<file path="config.mk">
export PLATFORM = sky130hd
export DESIGN_NAME = tlb_page_table_translator
export DESIGN_NICKNAME = d
export VERILOG_FILES = /design/src/sv/tlbpt_pkg.sv /design/src/sv/tlbpt_tlb.sv /design/src/sv/tlbpt_page_table.sv /design/src/sv/tlb_page_table_translator.sv
export SDC_FILE = /design/constraint.sdc
export NUM_CORES = 2
export LEC_CHECK = 0
export BUFFER_PORTS_ARGS = -buffer_cell sky130_fd_sc_hd__buf_2
export CAP_MARGIN = 20
export CORE_MARGIN = 3
export CORE_UTILIZATION = 43
export CTS_CLUSTER_DIAMETER = 60
export DETAILED_ROUTE_END_ITERATION = 7
export PLACE_DENSITY = 0.57
export SETUP_SLACK_MARGIN = 0.05
export SYNTH_ARGS = -nofsm -noshare
export SYNTH_HDL_FRONTEND = slang
export SYNTH_SLANG_ARGS = --single-unit
</file>
<file path="constraint.sdc">
create_clock -name clock -period 5.56 [get_ports clock]
set_input_delay 0.556 -clock clock [delete_from_list [all_inputs] [get_ports clock]]
set_output_delay 0.556 -clock clock [all_outputs]
set_load 0.01 [all_outputs]
</file>
<file path="src/sv/tlbpt_pkg.sv">
package tlbpt_pkg;

   // Fixed field widths
   localparam int ADDR_W      = 16;
   localparam int FRAME_OUT_W = 8;
   localparam int COUNT_W     = 16;
   localparam int RSP_DATA_W  = 56;
   localparam int RSP_USER_W  = 2;

   localparam logic [COUNT_W-1:0] COUNT_MAX = 16'hFFFF;

   // tuser bit positions on the result channel
   localparam int USER_TLB_HIT    = 0;
   localparam int USER_PAGE_FAULT = 1;

   // Sequencer states
   typedef enum logic [2:0] {
      ST_CLEAR,
      ST_IDLE,
      ST_REDUCE,
      ST_SCAN,
      ST_PT_READ,
      ST_PT_CHECK,
      ST_FINISH
   } state_type;

   // Strobes to the TLB store
   typedef struct packed {
      logic rd_en;
      logic wr_en;
   } tlb_cmd_type;

   // Strobes to the page table memory
   typedef struct packed {
      logic rd_en;
      logic wr_en;
   } pt_cmd_type;

endpackage

</file>
<file path="src/sv/tlbpt_tlb.sv">
module tlbpt_tlb
   import tlbpt_pkg::*;
#(
   parameter int TLB_ENTRIES = 16,
   parameter int IDX_W       = 4,
   parameter int PAGE_W      = 8
) (
   input  logic              clock,
   input  logic              reset,
   input  tlb_cmd_type       cmd,
   input  logic [IDX_W-1:0]  rd_addr,
   input  logic [PAGE_W-1:0] page,
   input  logic [IDX_W-1:0]  wr_addr,
   input  logic [PAGE_W-1:0] wr_tag,
   input  logic [PAGE_W-1:0] wr_frame,
   output logic              match,
   output logic [PAGE_W-1:0] rd_frame
);

   // Valid bits in flops, cleared by reset
   logic [TLB_ENTRIES-1:0] valid_ff;
   logic                   rd_valid_ff;

   // Tag and frame store
   logic [PAGE_W-1:0] tag_mem   [TLB_ENTRIES];
   logic [PAGE_W-1:0] frame_mem [TLB_ENTRIES];
   logic [PAGE_W-1:0] rd_tag_ff;
   logic [PAGE_W-1:0] rd_frame_ff;

   always_ff @(posedge clock) begin
      if (reset) begin
         valid_ff    <= '0;
         rd_valid_ff <= 1'b0;
      end else begin
         if (cmd.wr_en) begin
            valid_ff[wr_addr] <= 1'b1;
         end
         if (cmd.rd_en) begin
            rd_valid_ff <= valid_ff[rd_addr];
         end
      end
   end

   always_ff @(posedge clock) begin
      if (cmd.wr_en) begin
         tag_mem[wr_addr]   <= wr_tag;
         frame_mem[wr_addr] <= wr_frame;
      end
      if (cmd.rd_en) begin
         rd_tag_ff   <= tag_mem[rd_addr];
         rd_frame_ff <= frame_mem[rd_addr];
      end
   end

   // Shared tag comparator on the registered read
   assign match    = rd_valid_ff && (rd_tag_ff == page);
   assign rd_frame = rd_frame_ff;

endmodule

</file>
<file path="src/sv/tlbpt_page_table.sv">
module tlbpt_page_table
   import tlbpt_pkg::*;
#(
   parameter int PAGE_COUNT = 256,
   parameter int PAGE_W     = 8
) (
   input  logic              clock,
   input  pt_cmd_type        cmd,
   input  logic [PAGE_W-1:0] wr_addr,
   input  logic              wr_valid,
   input  logic [PAGE_W-1:0] wr_frame,
   input  logic [PAGE_W-1:0] rd_addr,
   output logic              rd_valid,
   output logic [PAGE_W-1:0] rd_frame
);

   // Each entry: valid bit above the frame number
   logic [PAGE_W:0] map_mem [PAGE_COUNT];
   logic [PAGE_W:0] rd_data_ff;

   always_ff @(posedge clock) begin
      if (cmd.wr_en) begin
         map_mem[wr_addr] <= {wr_valid, wr_frame};
      end
      if (cmd.rd_en) begin
         rd_data_ff <= map_mem[rd_addr];
      end
   end

   assign rd_valid = rd_data_ff[PAGE_W];
   assign rd_frame = rd_data_ff[PAGE_W-1:0];

endmodule

</file>
<file path="src/sv/tlb_page_table_translator.sv">
// An access is accepted in the idle state. When the page field can reach PAGE_COUNT or more, it
// is first reduced modulo PAGE_COUNT; a TLB miss then reads the page table and refills the TLB.
// The TLB is searched one entry a cycle through a single tag comparator, lowest entry first.
// One access at a time: the next request is taken only in the idle state, which is entered as
// the result is registered; while the result output stalls, the block waits in the finish state.
// Reset is synchronous; afterwards the page table is cleared one entry a cycle over all
// PAGE_COUNT entries, during which req_tready stays low.
module tlb_page_table_translator
   import tlbpt_pkg::*;
#(
   parameter int TLB_ENTRIES = 16,
   parameter int PAGE_COUNT  = 256,
   parameter int OFFSET_BITS = 8
) (
   input  logic                  clock,
   input  logic                  reset,
   input  logic                  req_tvalid,
   output logic                  req_tready,
   input  logic [ADDR_W-1:0]     req_tdata,  // [15:0] logical_address
   output logic                  rsp_tvalid,
   input  logic                  rsp_tready,
   output logic [RSP_DATA_W-1:0] rsp_tdata,  // [15:0] physical_address, [23:16] frame_index,
                                             // [39:24] hit_count, [55:40] fault_count
   output logic [RSP_USER_W-1:0] rsp_tuser   // [0] tlb_hit, [1] page_fault
);

   localparam int PAGE_W     = $clog2(PAGE_COUNT);
   localparam int REM_W      = PAGE_W + 1;
   localparam int VPN_W      = (ADDR_W - OFFSET_BITS > 0) ? ADDR_W - OFFSET_BITS : 1;
   localparam int RED_W      = $clog2(VPN_W + 1);
   localparam int TLB_IDX_W  = (TLB_ENTRIES > 1) ? $clog2(TLB_ENTRIES) : 1;
   localparam int TLB_CNT_W  = $clog2(TLB_ENTRIES + 1);
   localparam bit NEED_MOD   = (1 << VPN_W) > PAGE_COUNT;

   state_type state_ff, state_in;

   // Control registers
   logic [PAGE_W-1:0]    clr_cnt_ff, clr_cnt_in;
   logic [RED_W-1:0]     red_cnt_ff, red_cnt_in;
   logic [TLB_CNT_W-1:0] issue_cnt_ff, issue_cnt_in;
   logic                 cmp_pend_ff, cmp_pend_in;
   logic                 cmp_last_ff, cmp_last_in;
   logic [TLB_IDX_W-1:0] fill_ptr_ff, fill_ptr_in;
   logic [PAGE_W-1:0]    next_free_ff, next_free_in;
   logic [COUNT_W-1:0]   hits_ff, hits_in;
   logic [COUNT_W-1:0]   faults_ff, faults_in;
   logic                 rsp_valid_ff, rsp_valid_in;

   // Payload registers
   logic [VPN_W-1:0]       vpn_ff, vpn_in;
   logic [OFFSET_BITS-1:0] offset_ff, offset_in;
   logic [PAGE_W-1:0]      page_ff, page_in;
   logic [PAGE_W-1:0]      frame_ff, frame_in;
   logic                   hit_ff, hit_in;
   logic                   fault_ff, fault_in;
   logic [RSP_DATA_W-1:0]  rsp_data_ff, rsp_data_in;
   logic [RSP_USER_W-1:0]  rsp_user_ff, rsp_user_in;

   // Sub-block connections
   tlb_cmd_type       tlb_cmd;
   logic              tlb_match;
   logic [PAGE_W-1:0] tlb_rd_frame;
   pt_cmd_type        pt_cmd;
   logic [PAGE_W-1:0] pt_wr_addr;
   logic              pt_wr_valid;
   logic              pt_rd_valid;
   logic [PAGE_W-1:0] pt_rd_frame;

   // Status terms shared by next-state and output logic
   logic              req_xfer;
   logic              scan_hit;
   logic              scan_miss;
   logic              scan_issue;
   logic              rsp_free;
   logic              clr_done;
   logic              red_done;
   logic [REM_W-1:0]  rem_shift;
   logic [PAGE_W-1:0] frame_sel;
   logic [PAGE_W-1:0] phys_frame_part;

   assign req_xfer   = (state_ff == ST_IDLE) && req_tvalid;
   assign scan_hit   = cmp_pend_ff && tlb_match;
   assign scan_miss  = cmp_pend_ff && !tlb_match && cmp_last_ff;
   assign scan_issue = (issue_cnt_ff < TLB_CNT_W'(TLB_ENTRIES)) && !scan_hit;
   assign rsp_free   = !rsp_valid_ff || rsp_tready;
   assign clr_done   = (clr_cnt_ff == PAGE_W'(PAGE_COUNT - 1));
   assign red_done   = (red_cnt_ff == RED_W'(1));
   assign rem_shift  = {page_ff, vpn_ff[VPN_W-1]};
   assign frame_sel  = pt_rd_valid ? pt_rd_frame : next_free_ff;
   assign phys_frame_part = frame_ff;

   // Next state
   always_comb begin
      state_in = state_ff;
      unique case (state_ff)
         ST_CLEAR: begin
            if (clr_done) state_in = ST_IDLE;
         end
         ST_IDLE: begin
            if (req_xfer) state_in = NEED_MOD ? ST_REDUCE : ST_SCAN;
         end
         ST_REDUCE: begin
            if (red_done) state_in = ST_SCAN;
         end
         ST_SCAN: begin
            if (scan_hit) begin
               state_in = ST_FINISH;
            end else if (scan_miss) begin
               state_in = ST_PT_READ;
            end
         end
         ST_PT_READ: begin
            state_in = ST_PT_CHECK;
         end
         ST_PT_CHECK: begin
            state_in = ST_FINISH;
         end
         ST_FINISH: begin
            if (rsp_free) state_in = ST_IDLE;
         end
         default: state_in = ST_IDLE;
      endcase
   end

   // Control strobes
   always_comb begin
      req_tready    = 1'b0;
      tlb_cmd.rd_en = 1'b0;
      tlb_cmd.wr_en = 1'b0;
      pt_cmd.rd_en  = 1'b0;
      pt_cmd.wr_en  = 1'b0;
      pt_wr_addr    = page_ff;
      pt_wr_valid   = 1'b0;
      unique case (state_ff)
         ST_CLEAR: begin
            pt_cmd.wr_en = 1'b1;
            pt_wr_addr   = clr_cnt_ff;
         end
         ST_IDLE: begin
            req_tready = 1'b1;
         end
         ST_SCAN: begin
            tlb_cmd.rd_en = scan_issue;
         end
         ST_PT_READ: begin
            pt_cmd.rd_en = 1'b1;
         end
         ST_PT_CHECK: begin
            tlb_cmd.wr_en = 1'b1;
            pt_cmd.wr_en  = !pt_rd_valid;
            pt_wr_valid   = 1'b1;
         end
         ST_REDUCE, ST_FINISH: begin
         end
         default: begin
         end
      endcase
   end

   // Datapath and counters
   always_comb begin
      clr_cnt_in   = clr_cnt_ff;
      red_cnt_in   = red_cnt_ff;
      issue_cnt_in = '0;
      cmp_pend_in  = 1'b0;
      cmp_last_in  = cmp_last_ff;
      fill_ptr_in  = fill_ptr_ff;
      next_free_in = next_free_ff;
      hits_in      = hits_ff;
      faults_in    = faults_ff;
      rsp_valid_in = rsp_valid_ff && !rsp_tready;
      vpn_in       = vpn_ff;
      offset_in    = offset_ff;
      page_in      = page_ff;
      frame_in     = frame_ff;
      hit_in       = hit_ff;
      fault_in     = fault_ff;
      rsp_data_in  = rsp_data_ff;
      rsp_user_in  = rsp_user_ff;

      case (state_ff)
         ST_CLEAR: begin
            clr_cnt_in = clr_cnt_ff + PAGE_W'(1);
         end
         ST_IDLE: begin
            if (req_xfer) begin
               vpn_in     = VPN_W'(req_tdata >> OFFSET_BITS);
               offset_in  = OFFSET_BITS'(req_tdata);
               red_cnt_in = RED_W'(VPN_W);
               page_in    = NEED_MOD ? '0 : PAGE_W'(VPN_W'(req_tdata >> OFFSET_BITS));
            end
         end
         // Restoring remainder, one page bit a cycle
         ST_REDUCE: begin
            vpn_in     = vpn_ff << 1;
            red_cnt_in = red_cnt_ff - RED_W'(1);
            if (rem_shift >= REM_W'(PAGE_COUNT)) begin
               page_in = PAGE_W'(rem_shift - REM_W'(PAGE_COUNT));
            end else begin
               page_in = PAGE_W'(rem_shift);
            end
         end
         // Issue one TLB read a cycle, compare the previous one
         ST_SCAN: begin
            if (scan_issue) begin
               issue_cnt_in = issue_cnt_ff + TLB_CNT_W'(1);
               cmp_pend_in  = 1'b1;
               cmp_last_in  = (issue_cnt_ff == TLB_CNT_W'(TLB_ENTRIES - 1));
            end else begin
               issue_cnt_in = issue_cnt_ff;
            end
            if (scan_hit) begin
               frame_in = tlb_rd_frame;
               hit_in   = 1'b1;
               fault_in = 1'b0;
            end
         end
         // Resolve the miss: allocate on a fault, refill the TLB
         ST_PT_CHECK: begin
            frame_in = frame_sel;
            hit_in   = 1'b0;
            fault_in = !pt_rd_valid;
            if (!pt_rd_valid) begin
               next_free_in = (next_free_ff == PAGE_W'(PAGE_COUNT - 1)) ?
                              '0 : next_free_ff + PAGE_W'(1);
            end
            fill_ptr_in = (fill_ptr_ff == TLB_IDX_W'(TLB_ENTRIES - 1)) ?
                          '0 : fill_ptr_ff + TLB_IDX_W'(1);
         end
         ST_FINISH: begin
            if (rsp_free) begin
               if (hit_ff && (hits_ff != COUNT_MAX)) begin
                  hits_in = hits_ff + COUNT_W'(1);
               end
               if (fault_ff && (faults_ff != COUNT_MAX)) begin
                  faults_in = faults_ff + COUNT_W'(1);
               end
               rsp_valid_in = 1'b1;
               rsp_data_in  = {faults_in, hits_in, FRAME_OUT_W'(frame_ff),
                               ADDR_W'({phys_frame_part, offset_ff})};
               rsp_user_in[USER_TLB_HIT]    = hit_ff;
               rsp_user_in[USER_PAGE_FAULT] = fault_ff;
            end
         end
         default: begin
         end
      endcase
   end

   // Control state
   always_ff @(posedge clock) begin
      if (reset) begin
         state_ff     <= ST_CLEAR;
         clr_cnt_ff   <= '0;
         red_cnt_ff   <= '0;
         issue_cnt_ff <= '0;
         cmp_pend_ff  <= 1'b0;
         cmp_last_ff  <= 1'b0;
         fill_ptr_ff  <= '0;
         next_free_ff <= '0;
         hits_ff      <= '0;
         faults_ff    <= '0;
         rsp_valid_ff <= 1'b0;
      end else begin
         state_ff     <= state_in;
         clr_cnt_ff   <= clr_cnt_in;
         red_cnt_ff   <= red_cnt_in;
         issue_cnt_ff <= issue_cnt_in;
         cmp_pend_ff  <= cmp_pend_in;
         cmp_last_ff  <= cmp_last_in;
         fill_ptr_ff  <= fill_ptr_in;
         next_free_ff <= next_free_in;
         hits_ff      <= hits_in;
         faults_ff    <= faults_in;
         rsp_valid_ff <= rsp_valid_in;
      end
   end

   // Payload
   always_ff @(posedge clock) begin
      vpn_ff      <= vpn_in;
      offset_ff   <= offset_in;
      page_ff     <= page_in;
      frame_ff    <= frame_in;
      hit_ff      <= hit_in;
      fault_ff    <= fault_in;
      rsp_data_ff <= rsp_data_in;
      rsp_user_ff <= rsp_user_in;
   end

   tlbpt_tlb #(
      .TLB_ENTRIES (TLB_ENTRIES),
      .IDX_W       (TLB_IDX_W),
      .PAGE_W      (PAGE_W)
   ) u_tlb (
      .clock    (clock),
      .reset    (reset),
      .cmd      (tlb_cmd),
      .rd_addr  (issue_cnt_ff[TLB_IDX_W-1:0]),
      .page     (page_ff),
      .wr_addr  (fill_ptr_ff),
      .wr_tag   (page_ff),
      .wr_frame (frame_sel),
      .match    (tlb_match),
      .rd_frame (tlb_rd_frame)
   );

   tlbpt_page_table #(
      .PAGE_COUNT (PAGE_COUNT),
      .PAGE_W     (PAGE_W)
   ) u_page_table (
      .clock    (clock),
      .cmd      (pt_cmd),
      .wr_addr  (pt_wr_addr),
      .wr_valid (pt_wr_valid),
      .wr_frame (next_free_ff),
      .rd_addr  (page_ff),
      .rd_valid (pt_rd_valid),
      .rd_frame (pt_rd_frame)
   );

   assign rsp_tvalid = rsp_valid_ff;
   assign rsp_tdata  = rsp_data_ff;
   assign rsp_tuser  = rsp_user_ff;

endmodule

</file>
==> summary.md <==
The number of enable-type register cells in the synthesized netlist is 2669. The number of cells traversed by the worst register-to-register path came out at 9. The layout has 19900 filler cells.

The final critical-path share of the clock period came out at 0.824. The maximum fanout along the worst path came out at 47. The flip-flop cell with the highest count after synthesis is sky130_fd_sc_hd__edfxtp_1.

Gates resized during post-CTS repair numbered 0. For this block, the via count after detailed routing is 53400. In this run the horizontal extent of the chip is 505 um. VDD sags by at most 0.000338 V. The number of global-route vias before repair is 54000, and the die area is 255000 um2. The synthesis-to-layout area growth works out to 13.4%. For this design the total switching power over the nets is 10.9 mW.

The total congestion overflow after global routing is 0, and the number of clock buffers inserted by TritonCTS is 305. Each instance of the synthesized netlist takes up on average 20.3 um2. Derived from the worst setup path, the maximum achievable clock frequency is 0.218 GHz.

The congestion estimate from routability-driven global placement came to 0.852. Across the run, the number of max-cap violations was 0. The run gives 5653 as the final layout net count. The count of nets left with antenna violations once routing finished came out at 0.

The final critical delay including setup and external delays came out at 4.58 ns. The clock share of power came out at 0.412. Nature of the critical path endpoint: a flop. During synthesis, Yosys emitted a total of 0 warnings. Vertical extent of the die: 505 um. TritonCTS built the clock tree.

The count of standard-cell rows came out at 182. Counting every net in the synthesized netlist gives 5321. Together, buffers and inverters on the worst path number 3. The clock net in this run drives a total of 2753 sinks. After detailed routing, the number of remaining DRC violations is 0. The fraction of synthesis flops using an asynchronous set or reset pin was 0; the count of endpoints failing hold in the final timing report was 0. The delay of the slowest cell on the worst path was 0.76 ns. Number of setup buffers added after CTS: 0. The min-delay analysis places its worst path in the category in2reg. The HPWL reported at the end of detailed placement is 165000 um. The maximum count of clock buffers along a single path is 4, and the insertion delay of the later-clocked pin in the worst-skew pair is 0.95 ns. The aggregate global-route resource usage was 0.213. The register bit total from synthesis is 2753. The critical path required time came out at 6.24 ns. STA classifies the critical path startpoint as a flop. The tools report the total count of max-transition violations in the final report as 0.

The cell count of the worst hold path came out at 3. For the wire length after detailed routing, the log shows 275000 um. Pin placement for this block handled 80 I/O pins. The core outline area is 247000 um2. The mean number of vias per cell was 5.84. After the first detailed-routing iteration, the DRC count stood at 6084. For the number of distinct library cell variants in the gate-level netlist after synthesis, the log shows 79. Power spread over the standard cell area amounts to 381 nW/um2. The first global-routing pass estimated 396000 um of wire.

The cell chosen for the clock root was sky130_fd_sc_hd__clkbuf_16. For the initial standard-cell utilization of the core, the log shows 0.434. The slew at the pin closest to its max-slew limit is 1.26 ns.

The remaining max-slew budget at the tightest pin is 0.159. The startpoint identified for the worst register-to-register timing path is page_ff[2]. The run gives 0 as the setup violation total in the final timing report. The design draws 46.3 mW. After technology mapping, the gate count stands at 5289. The run gives 0.492 as the part of the power in registers. The startpoint-to-endpoint class of the critical path is reg2reg. The internal portion of the total power is 35.5 mW.

In the final timing run, aggregate negative setup slack is 0 ns. The critical path data arrival time was 5.26 ns. Register-to-register setup slack: 0.98 ns.

The run gives 0.763 as the fraction of the yosys area taken by sequential cells. The flow ran to the end, and the final reports show no timing, DRC or antenna violations. CTS built an H-tree with a depth of 5. The kind of cell with the highest combined delay on the critical path is simple AND/OR/NAND/NOR gates. For this design the static power due to leakage is 39.1 nW. Post-cts hold buffer count: 14. Port buffering added 79 buffers.

For this run, the detailed router's first-pass iteration total came to 5. The tools report the share of power burned in combinational logic as 0.096. The tools report the post-route clock skew as 0.0854 ns.

The detailed-route wire length per cell was 30.0 um. The tools report the capture endpoint of the worst hold path as rsp_tvalid. The largest net degree at the start of global routing was 189; the net switching fraction of the power was 0.235.

The combined area of all synthesized cells is 107000 um2. In this run the critical register-to-register path is captured at u_page_table.rd_data_ff[8]. Setup repair after global routing left no endpoint under its margin.

The tools report the initial antenna violation count as 8. The share of final-layout standard cells stronger than drive strength 1 was 0.236; the clock transition at the registers of the reported paths was 0.06 ns. Traced cell by cell, the critical path runs through buf_4 > buf_4 > nand2_2 > o221ai_1 > o22ai_1 > a211oi_1 > nor4_1 > buf_2 > nor4_1.

The worst hold path startpoint is rsp_tready. The cell at the slowest stage of the critical path is sky130_fd_sc_hd__nand2_2.
-- power by group through the flow --
stage,clock (mW),sequential [mW],combinational (mW)
2_1_floorplan,0,23.2,2.67
3_3_place_gp,0,23.2,4.39
3_5_place_dp,0,23.2,4.43
4_1_cts,19.4,22.8,4.45
5_1_grt,20.3,22.8,4.62
6_report,19.1,22.8,4.45
-- worst max path at each step --
stage	startpoint	endpoint	slack, ns	cells after the start
after floorplan	state_ff[1]	u_page_table.map_mem[0][8]	0.26	3
after global placement	state_ff[2]	u_page_table.map_mem[97][0]	0.88	8
after detailed placement	page_ff[2]	u_page_table.rd_data_ff[8]	1.21	9
after CTS	page_ff[2]	u_page_table.rd_data_ff[8]	1.18	9
after global routing	page_ff[2]	u_page_table.rd_data_ff[8]	0.95	9
final	page_ff[2]	u_page_table.rd_data_ff[8]	0.98	9
-- cells in the mapped netlist (13+ instances only) --
cell	instances	area, um2
sky130_fd_sc_hd__buf_6	25	282
sky130_fd_sc_hd__a22o_1	28	245
sky130_fd_sc_hd__xnor2_1	38	333
sky130_fd_sc_hd__a22oi_1	77	578
sky130_fd_sc_hd__o21ai_0	75	375
sky130_fd_sc_hd__a211oi_1	30	225
sky130_fd_sc_hd__nand2b_1	15	93.8
sky130_fd_sc_hd__mux4_2	565	12700
sky130_fd_sc_hd__buf_8	22	330
sky130_fd_sc_hd__o21a_1	16	120
sky130_fd_sc_hd__nor3_1	51	255
sky130_fd_sc_hd__a221oi_1	44	385
sky130_fd_sc_hd__edfxtp_1	2669	80100
sky130_fd_sc_hd__buf_2	84	420
sky130_fd_sc_hd__o221ai_1	35	307
sky130_fd_sc_hd__mux4_1	20	526
sky130_fd_sc_hd__nor4_1	17	106
sky130_fd_sc_hd__a21oi_1	109	546
sky130_fd_sc_hd__clkbuf_1	112	420
sky130_fd_sc_hd__nand2_1	163	612
sky130_fd_sc_hd__nor2_1	412	1550
sky130_fd_sc_hd__nand4_1	13	81.3
sky130_fd_sc_hd__o22ai_1	60	375
sky130_fd_sc_hd__inv_1	19	71.3
sky130_fd_sc_hd__xor2_1	41	359
sky130_fd_sc_hd__buf_4	40	300
sky130_fd_sc_hd__mux2_2	20	225
sky130_fd_sc_hd__nand3_1	42	210
sky130_fd_sc_hd__mux2i_1	187	1870
sky130_fd_sc_hd__dfxtp_1	84	1680
-- layout make-up --
class                      instances  area, um2  area share
antenna                            2       5.00   0.0000411
clock buffer                     387       8150      0.0670
clock inverter                   140       1180     0.00974
inverter                          22       90.1    0.000741
multi-input combinational       2208      23500       0.193
sequential                      2753      81900       0.673
tap                             3312       4140      0.0341
timing repair buffer             331       2740      0.0225
-- flip-flops by register name (all words and copies together), names as in the netlist, 9 cells and up --
signal                   cells
faults_ff                   16
hits_ff                     16
rsp_tdata                   48
u_page_table.map_mem      2304
u_page_table.rd_data_ff      9
u_tlb.frame_mem            128
u_tlb.tag_mem              128
u_tlb.valid_ff              16
-- metrics by stage --
step                setup slack (ns)   util  instances  instance area [um2]  hold WS (ns)
floorplan                      0.258      -       5289               107000         0.400
global placement               0.882  0.453       8598               112000         0.403
detailed placement              1.21  0.454       8609               112000         0.405
CTS                             1.18  0.492       9150               122000        0.0111
global route                   0.952  0.492       9154               122000        0.0554
finish                         0.979  0.492       9155               122000        0.0901
-- cell usage in the layout (no fill, tap or decap), drive strengths merged, types with 12 or more instances in the layout --
cell and instances:
mux2i 187, buf 317, a22oi 77, xnor2 38, dlygate4sd3 14, nand4 13
a21oi 109, edfxtp 2669, and3 12, o21a 16, clkbuf 387, mux4 585
nor2 412, dfxtp 84, o21ai 75, nand2b 15, ha 12, a22o 28
nand2 163, or2 12, inv 30, nand3 42, a211oi 31, o221ai 35
nor4 19, o22ai 61, clkinv 107, bufinv 18, a221oi 45, nor3 51
xor2 41, mux2 20
-- logic make-up after synthesis --
family                     after synthesis  synth area share
and+or+nand+nor                        796            0.0326
adders and majority gates               12           0.00140
muxes                                  792             0.143
buffers and inverters                  328            0.0195
DFF                                   2753             0.763
AOI/OAI and AO/OA                      529            0.0339
xor gates and xnor gates                79           0.00645
-- metal layers --
layer	vias to the layer above	GRT usage	wire length [um]
met5	-	0	13
met3	431	0.0392	20300
li1	22500	-	-
met4	2	0.0649	8090
met1	28300	0.304	116000
met2	2195	0.335	130000
-- worst reg2reg max path, delay by kind of cell, from the launching register on --
family | cells | cell delay, ns
buffers and inverters | 3 | 1.29
DFF | 1 | 0.34
and+or+nand+nor | 3 | 1.45
AOI/OAI and AO/OA | 3 | 1.24
(Power assumes the default switching activity.)
